**config.mk**
```make
export PLATFORM = sky130hd
export DESIGN_NAME = cascaded_altitude_hold_controller_top
export DESIGN_NICKNAME = d
export VERILOG_FILES = /design/src/hdl/cahc_pkg.sv /design/src/hdl/cascaded_altitude_hold_controller_top.sv /design/src/hdl/cahc_mul.sv
export SDC_FILE = /design/constraint.sdc
export NUM_CORES = 2
export LEC_CHECK = 0
export BUFFER_PORTS_ARGS = -buffer_cell sky130_fd_sc_hd__buf_2
export CAP_MARGIN = 0
export CORE_MARGIN = 2
export CORE_UTILIZATION = 30
export DETAILED_ROUTE_END_ITERATION = 12
export GPL_TIMING_DRIVEN = 0
export PLACE_DENSITY_LB_ADDON = 0.05
export SYNTH_ARGS = -nofsm -noshare
export SYNTH_HDL_FRONTEND = slang
export SYNTH_SLANG_ARGS = --single-unit
export TNS_END_PERCENT = 50
```
**constraint.sdc**
```tcl
create_clock -name clk -period 9.7 [get_ports clk]
set_input_delay 2.91 -clock clk [delete_from_list [all_inputs] [get_ports clk]]
set_output_delay 2.91 -clock clk [all_outputs]
set_load 0.01 [all_outputs]
```
**src/hdl/cahc_pkg.sv**
```systemverilog
// Shared widths, types and saturation helper for the cascaded altitude hold controller.
package cahc_pkg;

	localparam int DATA_WIDTH = 32;
	localparam int GAIN_W     = 16;
	localparam int PROD_W     = DATA_WIDTH + GAIN_W + 1;
	localparam int WIDE_W     = PROD_W + 1;
	localparam int MODE_W     = 3;
	localparam int THR_W      = 10;
	localparam int VEL_W      = 24;
	localparam int DT_W       = 16;
	localparam int IDX_W      = 2;

	typedef logic signed [DATA_WIDTH-1:0] data_t;
	typedef logic signed [PROD_W-1:0]     prod_t;
	typedef logic signed [WIDE_W-1:0]     wide_t;

	function automatic data_t sat_wide(input wide_t x);
		data_t r;
		if ((&x[WIDE_W-1:DATA_WIDTH-1]) || !(|x[WIDE_W-1:DATA_WIDTH-1])) begin
			r = x[DATA_WIDTH-1:0];
		end else if (x[WIDE_W-1]) begin
			r = {1'b1, {(DATA_WIDTH-1){1'b0}}};
		end else begin
			r = {1'b0, {(DATA_WIDTH-1){1'b1}}};
		end
		return r;
	endfunction

endpackage

```
**src/hdl/cascaded_altitude_hold_controller_top.sv**
```systemverilog
// Top level of the cascaded altitude hold controller: sequencer, state and ports.
//
// One input word per control tick carries the mode switch, throttle, altitude, climb
// rate and time step; one output word returns target altitude, climb command and
// velocity drive. Both channels use valid/ready. Gains are written through a plain
// write port (cfg_we, cfg_index, cfg_data); the user must write them only while the
// block is idle, as the block itself does not enforce this.
// A single registered multiplier is shared by all five products under a small
// sequencer, and the block takes one word at a time. A hold-mode word runs through
// every multiplier step, while a manual word and any other mode use the multiplier
// only for the velocity drive. in_ready is high whenever the sequencer is idle,
// even while a finished result still waits in the output register. If the receiver
// stalls, the next word is processed up to its last step and waits there until the
// output register is free.
//
// Reset clears the target, integrator, held command and previous mode to zero, sets
// the position and velocity gains to 1.0 and the integral gain to 0.
module cascaded_altitude_hold_controller_top (
	input  logic                          clk,
	input  logic                          arst_n,
	input  logic                          in_valid,
	output logic                          in_ready,
	input  logic [cahc_pkg::MODE_W-1:0]   mode_switch,
	input  logic [cahc_pkg::THR_W-1:0]    throttle,
	input  logic signed [31:0]            altitude,
	input  logic signed [cahc_pkg::VEL_W-1:0] vertical_velocity,
	input  logic [cahc_pkg::DT_W-1:0]     time_step,
	output logic                          out_valid,
	input  logic                          out_ready,
	output logic signed [31:0]            target_altitude,
	output logic signed [31:0]            climb_command,
	output logic signed [31:0]            velocity_drive,
	input  logic                          cfg_we,
	input  logic [cahc_pkg::IDX_W-1:0]    cfg_index,
	input  logic [cahc_pkg::GAIN_W-1:0]   cfg_data
);
	import cahc_pkg::*;

	localparam logic [3:0] ST_IDLE = 4'd0;
	localparam logic [3:0] ST_ADJ  = 4'd1;
	localparam logic [3:0] ST_TGT  = 4'd2;
	localparam logic [3:0] ST_ERR  = 4'd3;
	localparam logic [3:0] ST_MI   = 4'd4;
	localparam logic [3:0] ST_PI   = 4'd5;
	localparam logic [3:0] ST_MDT  = 4'd6;
	localparam logic [3:0] ST_INT  = 4'd7;
	localparam logic [3:0] ST_CLP  = 4'd8;
	localparam logic [3:0] ST_PP   = 4'd9;
	localparam logic [3:0] ST_CMD  = 4'd10;
	localparam logic [3:0] ST_MAN  = 4'd11;
	localparam logic [3:0] ST_VERR = 4'd12;
	localparam logic [3:0] ST_VMUL = 4'd13;
	localparam logic [3:0] ST_DONE = 4'd14;

	localparam logic [MODE_W-1:0] MODE_MANUAL     = 3'd0;
	localparam logic [MODE_W-1:0] MODE_HOLD       = 3'd1;
	localparam logic [MODE_W-1:0] MODE_MANUAL_ALT = 3'd3;

	localparam logic [IDX_W-1:0] REG_POSITION_GAIN = 2'd0;
	localparam logic [IDX_W-1:0] REG_INTEGRAL_GAIN = 2'd1;
	localparam logic [IDX_W-1:0] REG_VELOCITY_GAIN = 2'd2;

	localparam int LIM_W  = 15;
	localparam int VERR_W = 17;
	localparam int EX_W   = THR_W + 1;
	localparam int MAN_W  = EX_W + 7;

	localparam logic [THR_W-1:0]          THR_HIGH    = 10'd600;
	localparam logic [THR_W-1:0]          THR_LOW     = 10'd400;
	localparam logic signed [EX_W-1:0]    THR_MID     = 11'sd450;
	localparam logic signed [MAN_W-1:0]   MAN_LIMIT   = 18'sd64000;
	localparam logic [DATA_WIDTH:0]       INT_LIM_MIN = 33'd5120;
	localparam logic [DATA_WIDTH:0]       INT_LIM_MAX = 33'd12800;
	localparam logic signed [DATA_WIDTH:0] VERR_LIMIT = 33'sd38400;
	localparam logic signed [VERR_W-1:0]  VERR_MAX    = 17'sd38400;

	logic [3:0]               state_q;
	logic [MODE_W-1:0]        prev_mode_q;
	logic [GAIN_W-1:0]        pos_gain_q;
	logic [GAIN_W-1:0]        int_gain_q;
	logic [GAIN_W-1:0]        vel_gain_q;
	data_t                    tgt_q;
	data_t                    integ_q;
	data_t                    cmd_q;
	data_t                    err_q;
	data_t                    p_q;
	logic [LIM_W-1:0]         lim_q;
	logic signed [VERR_W-1:0] verr_q;
	logic [THR_W-1:0]         thr_q;
	data_t                    alt_q;
	logic signed [VEL_W-1:0]  vel_q;
	logic [DT_W-1:0]          dt_q;
	logic                     out_valid_q;
	data_t                    out_tgt_q;
	data_t                    out_cmd_q;
	data_t                    out_drive_q;

	logic                     mul_en;
	data_t                    mul_a;
	logic [GAIN_W-1:0]        mul_b;
	prod_t                    prod_q;

	logic signed [EX_W-1:0]   excess;
	logic signed [EX_W-1:0]   man_diff;
	logic signed [MAN_W-1:0]  man_scaled;
	logic signed [MAN_W-1:0]  man_cmd;
	logic [DATA_WIDTH:0]      abs_err;
	logic [LIM_W-1:0]         lim_next;
	data_t                    lim_pos;
	data_t                    lim_neg;
	logic signed [DATA_WIDTH:0] verr_diff;
	logic signed [VERR_W-1:0] verr_next;
	data_t                    drive_next;
	logic                     accept;
	logic                     load_out;

	assign accept   = in_valid && in_ready;
	assign in_ready = (state_q == ST_IDLE);
	assign load_out = (state_q == ST_DONE) && (!out_valid_q || out_ready);

	always_comb begin
		if (thr_q > THR_HIGH) begin
			excess = signed'({1'b0, thr_q}) - signed'({1'b0, THR_HIGH});
		end else if (thr_q < THR_LOW) begin
			excess = signed'({1'b0, thr_q}) - signed'({1'b0, THR_LOW});
		end else begin
			excess = '0;
		end
	end

	assign man_diff   = signed'({1'b0, thr_q}) - THR_MID;
	assign man_scaled = {man_diff, 7'b0};

	always_comb begin
		if (man_scaled > MAN_LIMIT) begin
			man_cmd = MAN_LIMIT;
		end else if (man_scaled < -MAN_LIMIT) begin
			man_cmd = -MAN_LIMIT;
		end else begin
			man_cmd = man_scaled;
		end
	end

	always_comb begin
		abs_err = err_q[DATA_WIDTH-1] ? (DATA_WIDTH+1)'(-signed'({err_q[DATA_WIDTH-1], err_q}))
			: {1'b0, err_q};
		if (abs_err < INT_LIM_MIN) begin
			lim_next = INT_LIM_MIN[LIM_W-1:0];
		end else if (abs_err > INT_LIM_MAX) begin
			lim_next = INT_LIM_MAX[LIM_W-1:0];
		end else begin
			lim_next = abs_err[LIM_W-1:0];
		end
	end

	assign lim_pos = signed'({{(DATA_WIDTH-LIM_W){1'b0}}, lim_q});
	assign lim_neg = -lim_pos;

	assign verr_diff = signed'({cmd_q[DATA_WIDTH-1], cmd_q})
		- signed'({{(DATA_WIDTH+1-VEL_W){vel_q[VEL_W-1]}}, vel_q});

	always_comb begin
		if (verr_diff > VERR_LIMIT) begin
			verr_next = VERR_MAX;
		end else if (verr_diff < -VERR_LIMIT) begin
			verr_next = -VERR_MAX;
		end else begin
			verr_next = verr_diff[VERR_W-1:0];
		end
	end

	assign drive_next = sat_wide(WIDE_W'(prod_q >>> 8));

	always_comb begin
		mul_en = 1'b0;
		mul_a  = '0;
		mul_b  = '0;
		case (state_q)
			ST_ADJ: begin
				mul_en = 1'b1;
				mul_a  = {{(DATA_WIDTH-EX_W){excess[EX_W-1]}}, excess};
				mul_b  = dt_q;
			end
			ST_MI: begin
				mul_en = 1'b1;
				mul_a  = err_q;
				mul_b  = int_gain_q;
			end
			ST_MDT: begin
				mul_en = 1'b1;
				mul_a  = p_q;
				mul_b  = dt_q;
			end
			ST_CLP: begin
				mul_en = 1'b1;
				mul_a  = err_q;
				mul_b  = pos_gain_q;
			end
			ST_VMUL: begin
				mul_en = 1'b1;
				mul_a  = {{(DATA_WIDTH-VERR_W){verr_q[VERR_W-1]}}, verr_q};
				mul_b  = vel_gain_q;
			end
			default: begin
				mul_en = 1'b0;
			end
		endcase
	end

	cahc_mul u_mul (
		.clk    (clk),
		.en     (mul_en),
		.a      (mul_a),
		.b      (mul_b),
		.prod_q (prod_q)
	);

	always_ff @(posedge clk or negedge arst_n) begin
		if (!arst_n) begin
			pos_gain_q <= 16'd256;
			int_gain_q <= 16'd0;
			vel_gain_q <= 16'd256;
		end else if (cfg_we) begin
			case (cfg_index)
				REG_POSITION_GAIN: pos_gain_q <= cfg_data;
				REG_INTEGRAL_GAIN: int_gain_q <= cfg_data;
				REG_VELOCITY_GAIN: vel_gain_q <= cfg_data;
				default: begin
				end
			endcase
		end
	end

	always_ff @(posedge clk or negedge arst_n) begin
		if (!arst_n) begin
			state_q     <= ST_IDLE;
			prev_mode_q <= MODE_MANUAL;
			tgt_q       <= '0;
			integ_q     <= '0;
			cmd_q       <= '0;
			out_valid_q <= 1'b0;
		end else begin
			if (load_out) begin
				out_valid_q <= 1'b1;
			end else if (out_ready) begin
				out_valid_q <= 1'b0;
			end
			case (state_q)
				ST_IDLE: begin
					if (accept) begin
						prev_mode_q <= mode_switch;
						if (mode_switch == MODE_HOLD && prev_mode_q != MODE_HOLD) begin
							tgt_q <= altitude;
						end
						if (mode_switch == MODE_HOLD) begin
							state_q <= ST_ADJ;
						end else if (mode_switch inside {MODE_MANUAL, MODE_MANUAL_ALT}) begin
							state_q <= ST_MAN;
						end else begin
							state_q <= ST_VERR;
						end
					end
				end
				ST_ADJ:  state_q <= ST_TGT;
				ST_TGT: begin
					tgt_q   <= sat_wide(WIDE_W'(tgt_q) + WIDE_W'(prod_q >>> 10));
					state_q <= ST_ERR;
				end
				ST_ERR:  state_q <= ST_MI;
				ST_MI:   state_q <= ST_PI;
				ST_PI:   state_q <= ST_MDT;
				ST_MDT:  state_q <= ST_INT;
				ST_INT: begin
					integ_q <= sat_wide(WIDE_W'(integ_q) + WIDE_W'(prod_q >>> 16));
					state_q <= ST_CLP;
				end
				ST_CLP: begin
					if (integ_q > lim_pos) begin
						integ_q <= lim_pos;
					end else if (integ_q < lim_neg) begin
						integ_q <= lim_neg;
					end
					state_q <= ST_PP;
				end
				ST_PP:   state_q <= ST_CMD;
				ST_CMD: begin
					cmd_q   <= sat_wide(WIDE_W'(p_q) + WIDE_W'(integ_q));
					state_q <= ST_VERR;
				end
				ST_MAN: begin
					integ_q <= '0;
					cmd_q   <= {{(DATA_WIDTH-MAN_W){man_cmd[MAN_W-1]}}, man_cmd};
					state_q <= ST_VERR;
				end
				ST_VERR: state_q <= ST_VMUL;
				ST_VMUL: state_q <= ST_DONE;
				ST_DONE: begin
					if (load_out) begin
						state_q <= ST_IDLE;
					end
				end
				default: state_q <= ST_IDLE;
			endcase
		end
	end

	always_ff @(posedge clk) begin
		if (accept) begin
			thr_q <= throttle;
			alt_q <= altitude;
			vel_q <= vertical_velocity;
			dt_q  <= time_step;
		end
		if (state_q == ST_ERR) begin
			err_q <= sat_wide(WIDE_W'(tgt_q) - WIDE_W'(alt_q));
		end
		if (state_q == ST_PI || state_q == ST_PP) begin
			p_q <= sat_wide(WIDE_W'(prod_q >>> 8));
		end
		if (state_q == ST_INT) begin
			lim_q <= lim_next;
		end
		if (state_q == ST_VERR) begin
			verr_q <= verr_next;
		end
		if (load_out) begin
			out_tgt_q   <= tgt_q;
			out_cmd_q   <= cmd_q;
			out_drive_q <= drive_next;
		end
	end

	assign out_valid       = out_valid_q;
	assign target_altitude = out_tgt_q;
	assign climb_command   = out_cmd_q;
	assign velocity_drive  = out_drive_q;

`ifndef SYNTHESIS
	a_integ_bounded: assert property (@(posedge clk) disable iff (!arst_n)
		state_q == ST_IDLE |-> (integ_q <= 32'sd12800 && integ_q >= -32'sd12800))
		else $error("Integrator left its clamp range between ticks.");

	a_accept_leaves_idle: assert property (@(posedge clk) disable iff (!arst_n)
		accept |=> state_q != ST_IDLE)
		else $error("Sequencer stayed idle after taking a word.");

	a_verr_bounded: assert property (@(posedge clk) disable iff (!arst_n)
		state_q == ST_VMUL |-> (verr_q <= VERR_MAX && verr_q >= -VERR_MAX))
		else $error("Velocity error escaped its clamp.");

	a_done_holds: assert property (@(posedge clk) disable iff (!arst_n)
		(state_q == ST_DONE && out_valid_q && !out_ready) |=> state_q == ST_DONE)
		else $error("Result left the sequencer while the output register was full.");
`endif

endmodule

```
**src/hdl/cahc_mul.sv**
```systemverilog
// Shared signed-by-unsigned multiplier with a registered product.
module cahc_mul (
	input  logic                         clk,
	input  logic                         en,
	input  cahc_pkg::data_t              a,
	input  logic [cahc_pkg::GAIN_W-1:0]  b,
	output cahc_pkg::prod_t              prod_q
);
	import cahc_pkg::*;

	always_ff @(posedge clk) begin
		if (en) begin
			prod_q <= PROD_W'(a) * PROD_W'(signed'({1'b0, b}));
		end
	end

endmodule

```
* Word level (Yosys, flattened, before mapping)
Cells that the tools add are included. Widths: inputs -> output; s select.
Cells by class: reduce and logical (&&, ||, !) cells 47, magnitude comparators 10, multipliers 1, eq/ne operators 23, $add $sub $neg 10, muxes and demuxes 34
Operators with widths (number):
- $mux 32 | 14
- $pmux 32 s2 | 2
- $pmux 32 s4 | 1
- $pmux 32 s3 | 1
- $reduce_and 19->1 | 4
- $reduce_or 19->1 | 4
- $pmux 16 s4 | 1
- $pmux 4 s14 | 1
- $mul 32x17->49 | 1
- $add 32x39->40 | 1
- $mux 18 | 2
- $add 32x33->34 | 1
- $add 32x32->33 | 1
- $gt 33x14->1 const B | 1
- $gt 33x17->1 const B | 1
- $lt 33x13->1 const B | 1
- $lt 33x17->1 const B | 1
- $mux 33 | 1
- $neg 32->33 | 1
- $sub 32x24->33 | 1
- $sub 32x32->33 | 1
- $gt 32x16->1 | 1
- $lt 32x32->1 | 1
- $neg 15->32 | 1
- other kinds (38) | 80
Word-level totals: register bits 475, logic and storage cells 148, output and inout bits 98

* Logic depth before layout (Yosys ltp)
depth after elaboration 6, depth in mapped cells 37, mapped depth without buffers 35

* Cells and area by module
From an unflattened synthesis, not the netlist that was laid out.
Second synthesis, totals: cells, all modules 5143, area total of the unflattened synthesis 48345.1 um2
By module, submodules not included:
- cascaded_altitude_hold_controller_top | sequential area each 12034.0 um2, area an instance 28781.4 um2, cells each 3016, instances 1
- cahc_mul | sequential area each 1471.4 um2, area an instance 19563.8 um2, cells each 2127, instances 1

* Worst setup path after synthesis
No wires, ideal clock.
path kind input-to-reg, from input out_ready, to register out_cmd_q[0], in the netlist climb_command[0], enable pin, stages on the path 2, path buffers 0, setup time 0.688 ns, slack -1.072 ns, arrival time 10.083 ns, required time 9.012 ns, cell sequence nand2b_1 -> nor3b_1
On the way: word-level cells in the longest chain between the ends 2
Ends and longest elaborated chain:
- from (decl) | RTL line cascaded_altitude_hold_controller_top.sv:29 | input logic out_ready,
- $logic_or 1x1->1 | RTL line cascaded_altitude_hold_controller_top.sv:119 | assign load_out = (state_q == ST_DONE) && (!out_valid_q || out_ready);
- $logic_and 1x1->1 | RTL line cascaded_altitude_hold_controller_top.sv:119
- via load_out | RTL line cascaded_altitude_hold_controller_top.sv:115 | logic load_out;
- to (signal assigned) | RTL line cascaded_altitude_hold_controller_top.sv:328 | out_cmd_q <= cmd_q;
- to (decl) | RTL line cascaded_altitude_hold_controller_top.sv:95 | data_t out_cmd_q;
The timed path passes the listed nets, and every way through them passes these cells. A chain may end at the register's enable or synchronous reset.

* Worst setup path in the final report
from register thr_q[5], to register u_mul.prod_q[48] (data pin)
On the way: word-level cells in the longest chain between the ends 5, elaborated cells between the ends (all ways) 8, classes of those cells add/sub (2); mul (1); order compare (2); mux (3)
Ends and longest elaborated chain:
- from (decl) | RTL line cascaded_altitude_hold_controller_top.sv:89 | logic [THR_W-1:0] thr_q;
- from (signal assigned) | RTL line cascaded_altitude_hold_controller_top.sv:309 | thr_q <= throttle;
- $sub 10x9->11 or $lt 10x9->1 (tied branches) | RTL line cascaded_altitude_hold_controller_top.sv:125, cascaded_altitude_hold_controller_top.sv:124
- $mux 11 | RTL line cascaded_altitude_hold_controller_top.sv:124 | end else if (thr_q < THR_LOW) begin
- $mux 11 (*) | RTL line cascaded_altitude_hold_controller_top.sv:122 | if (thr_q > THR_HIGH) begin
- $pmux 32 s4 (*) | RTL line cascaded_altitude_hold_controller_top.sv:178 | case (state_q)
- $mul 32x17->49 (*) | RTL line cahc_mul.sv:13 | prod_q <= PROD_W'(a) * PROD_W'(signed'({1'b0, b}));
- to (signal assigned) | RTL line cahc_mul.sv:13
- to (decl) | RTL line cahc_mul.sv:7 | output cahc_pkg::prod_t prod_q
Mark *: on every way between the ends. The rest lies on a longest branch, timed or not.

==> reports/results.ini <==
[run_status]
status=complete, no violations

[routing]
dr_total_vias=38400
first_pass_iters=6
drcViolationCount=0
wire_per_inst_um=24.2
drtIter0Drc=2645
ant_nets=0
wl_um=183000
routed_via_density=5.08

[clocking]
cts_tree=built
cts_hold_buf=0
cts.sinks=467
root_buffer=clkbuf_16
cts_made_buffers=60
htree_levels=2
clk_pin_slew_worst_paths_ps=60
max-clock-path-buffers=3
clk_latency_ps=690

[placement]
hpwlAfterDp_um=154000
gp_congestion=0.914
port_buffers=205
detailed_place.area_um2=51900

[grt]
grt_pass1_vias=38800
grt_max_degree=91
grt_pass1_wl_um=268000
track_usage=0.224
gr-total-overflow=0
antenna_found_initial=7

[synth]
synth.distinct_cells=114
avgSynthCellArea_um2=9.31
netlist_area_um2=47800
ys_warn_count=0
syn_inst=5129
synth_edf_count=315
seq_area_frac_synth=0.278
synth_fp_nets=6069
synth-seq-cells=467
synth_ff_type=edfxtp_1
async_reset_ff_frac=0.325

[worst_setup_path]
cp.required_ps=10060
worstSetupStartpointType=flip-flop
rr_startpoint=thr_q[5]$_DFFE_PP_
timing_worst_setup_path_type=flip-flop to flip-flop
path_max_fanout=10
path_common_cell=fa_1
cp_slowest_cell=fa_1
crit_start=thr_q[5]$_DFFE_PP_
setup.worst_path.end=u_mul.prod_q[48]$_DFFE_PP_
worstReg2RegEnd=u_mul.prod_q[48]$_DFFE_PP_
rr_worst_depth=34
ff2ff_setup_slack_ps=380
slowest_delay_ps=570
cp-end-kind=flip-flop
worstPathArrival_ps=9680

[final_layout]
stdcell_area_um2=54700
fin_util=0.345
final_common_cell=inv_1
layout_common_cells=inv_1 (778), nand2_1 (535), nor2_1 (528)
area_growth_pct=14.4
layout.nets=6376
layout-drive-gt1-share=0.115

[floorplanning]
die_h_um=403
start_util=0.302
die_w_um=403
fp.dieArea_um2=162000
rows=146
io_pins=206
core_um2=158000

[timing]
slew_headroom=0.120
finalCritPeriodShare=0.961
slew_viol_final=0
fin_skew_ps=60.5
tns_ps=0
setup_viol=0
final.min_clock_period_ps=9320
worst_pin_slew_ps=1320
hold_viol=0
fmax_ghz=0.107

[worst_hold_path]
hold_depth=0
hold_path.class=flip-flop to flip-flop

[run]
drv_cap=0

## worst max-delay path: cells and delay by family (launching register included)
| kind | cells | cell delay, ps |
|---|---|---|
| compound gates | 12 | 2530 |
| xor+xnor | 1 | 160 |
| fa+ha+maj | 7 | 3510 |
| buf+inv | 7 | 950 |
| flops | 1 | 350 |
| simple gates | 7 | 1430 |
## how the worst min path moves through the flow
stage / start / to / slack, ps
3_3_place_gp: cmd_q[0]$_DFFE_PN0P_ / climb_command[0]$_DFFE_PP_ / 470
2_1_floorplan: cmd_q[0]$_DFFE_PN0P_ / climb_command[0]$_DFFE_PP_ / 450
4_1_cts: cmd_q[0]$_DFFE_PN0P_ / climb_command[0]$_DFFE_PP_ / 490
3_5_place_dp: cmd_q[0]$_DFFE_PN0P_ / climb_command[0]$_DFFE_PP_ / 470
5_1_grt: cmd_q[0]$_DFFE_PN0P_ / climb_command[0]$_DFFE_PP_ / 490
6_report: cmd_q[0]$_DFFE_PN0P_ / climb_command[0]$_DFFE_PP_ / 480
## routing by layer
metal,part of all wire,track usage,up-vias
met5,0,0,-
met4,0.028,0.0555,0
met3,0.040,0.0212,178
met2,0.47,0.371,862
met1,0.46,0.315,19400
li1,-,-,18000
## cells by family after synthesis
group,count (synthesis),synth area share
flip-flops,467,0.278
adder cells (fa/ha/maj),841,0.297
AO/OA/AOI/OAI,1031,0.148
multiplexers,61,0.0142
XOR/XNOR,227,0.0416
other,1,0.0000785
buffers and inverters,985,0.0785
AND/OR/NAND/NOR,1516,0.143
## final cells by class
cell class / count / area (µm²)
clock buffer: 76 / 1690
tap: 2072 / 2590
timing repair buffer: 262 / 1650
fill: 16500 / 104000
sequential: 467 / 13300
antenna: 7 / 17.5
inverter: 780 / 2930
buffer: 188 / 898
clock inverter: 37 / 393
multi-input combinational: 3677 / 31200
## registers in the layout (all words and copies together), names as in the netlist, 17 cells and up
name / flops
vel_q: 24
err_q: 32
target_altitude: 32
verr_q: 17
alt_q: 32
tgt_q: 32
u_mul.prod_q: 41
p_q: 32
integ_q: 32
velocity_drive: 32
cmd_q: 32
climb_command: 32
## metrics by stage
| step | instances | hold WS (ps) | setup slack (ps) |
|---|---|---|---|
| finish | 7566 | 481 | 378 |
| floorplan | 5129 | 446 | 1050 |
| global route | 7559 | 493 | -15.2 |
| CTS | 7560 | 486 | 0.967 |
| detailed placement | 7435 | 472 | -3270 |
| global placement | 7406 | 466 | -3750 |
## repair_timing
item | CTS | global route
gates resized for setup | 117 | 73
buffers inserted | 25 | 3
pin swaps | 12 | 5
setup endpoints to repair | 39 | 11
## synthesized netlist by cell type, types with 15 or more instances
library cell / count / area (µm²)
nor2_1: 533 / 2000
and3_1: 37 / 231
nand3_1: 68 / 340
mux2_2: 52 / 586
nor2b_1: 38 / 238
nand2b_1: 46 / 288
nor3_1: 74 / 370
o21bai_1: 36 / 270
clkbuf_1: 181 / 679
a21o_1: 119 / 893
a21oi_1: 247 / 1240
xnor2_1: 137 / 1200
o211ai_1: 29 / 218
a221o_1: 22 / 220
nor4_1: 32 / 200
a31oi_1: 44 / 275
o21a_1: 41 / 308
ha_1: 340 / 4250
inv_1: 779 / 2920
nand2_1: 538 / 2020
o31ai_1: 20 / 150
nand4_1: 37 / 231
a211oi_1: 22 / 165
dfrtp_1: 150 / 3750
or3_1: 17 / 106
o21ai_0: 204 / 1020
and4_1: 19 / 166
edfxtp_1: 315 / 9460
xor2_1: 90 / 788
fa_1: 492 / 9850
a22oi_1: 15 / 113
a221oi_1: 42 / 368
Power is not shown: default switching activity piles up to over one toggle a cycle in this logic, so the estimate is an artifact.
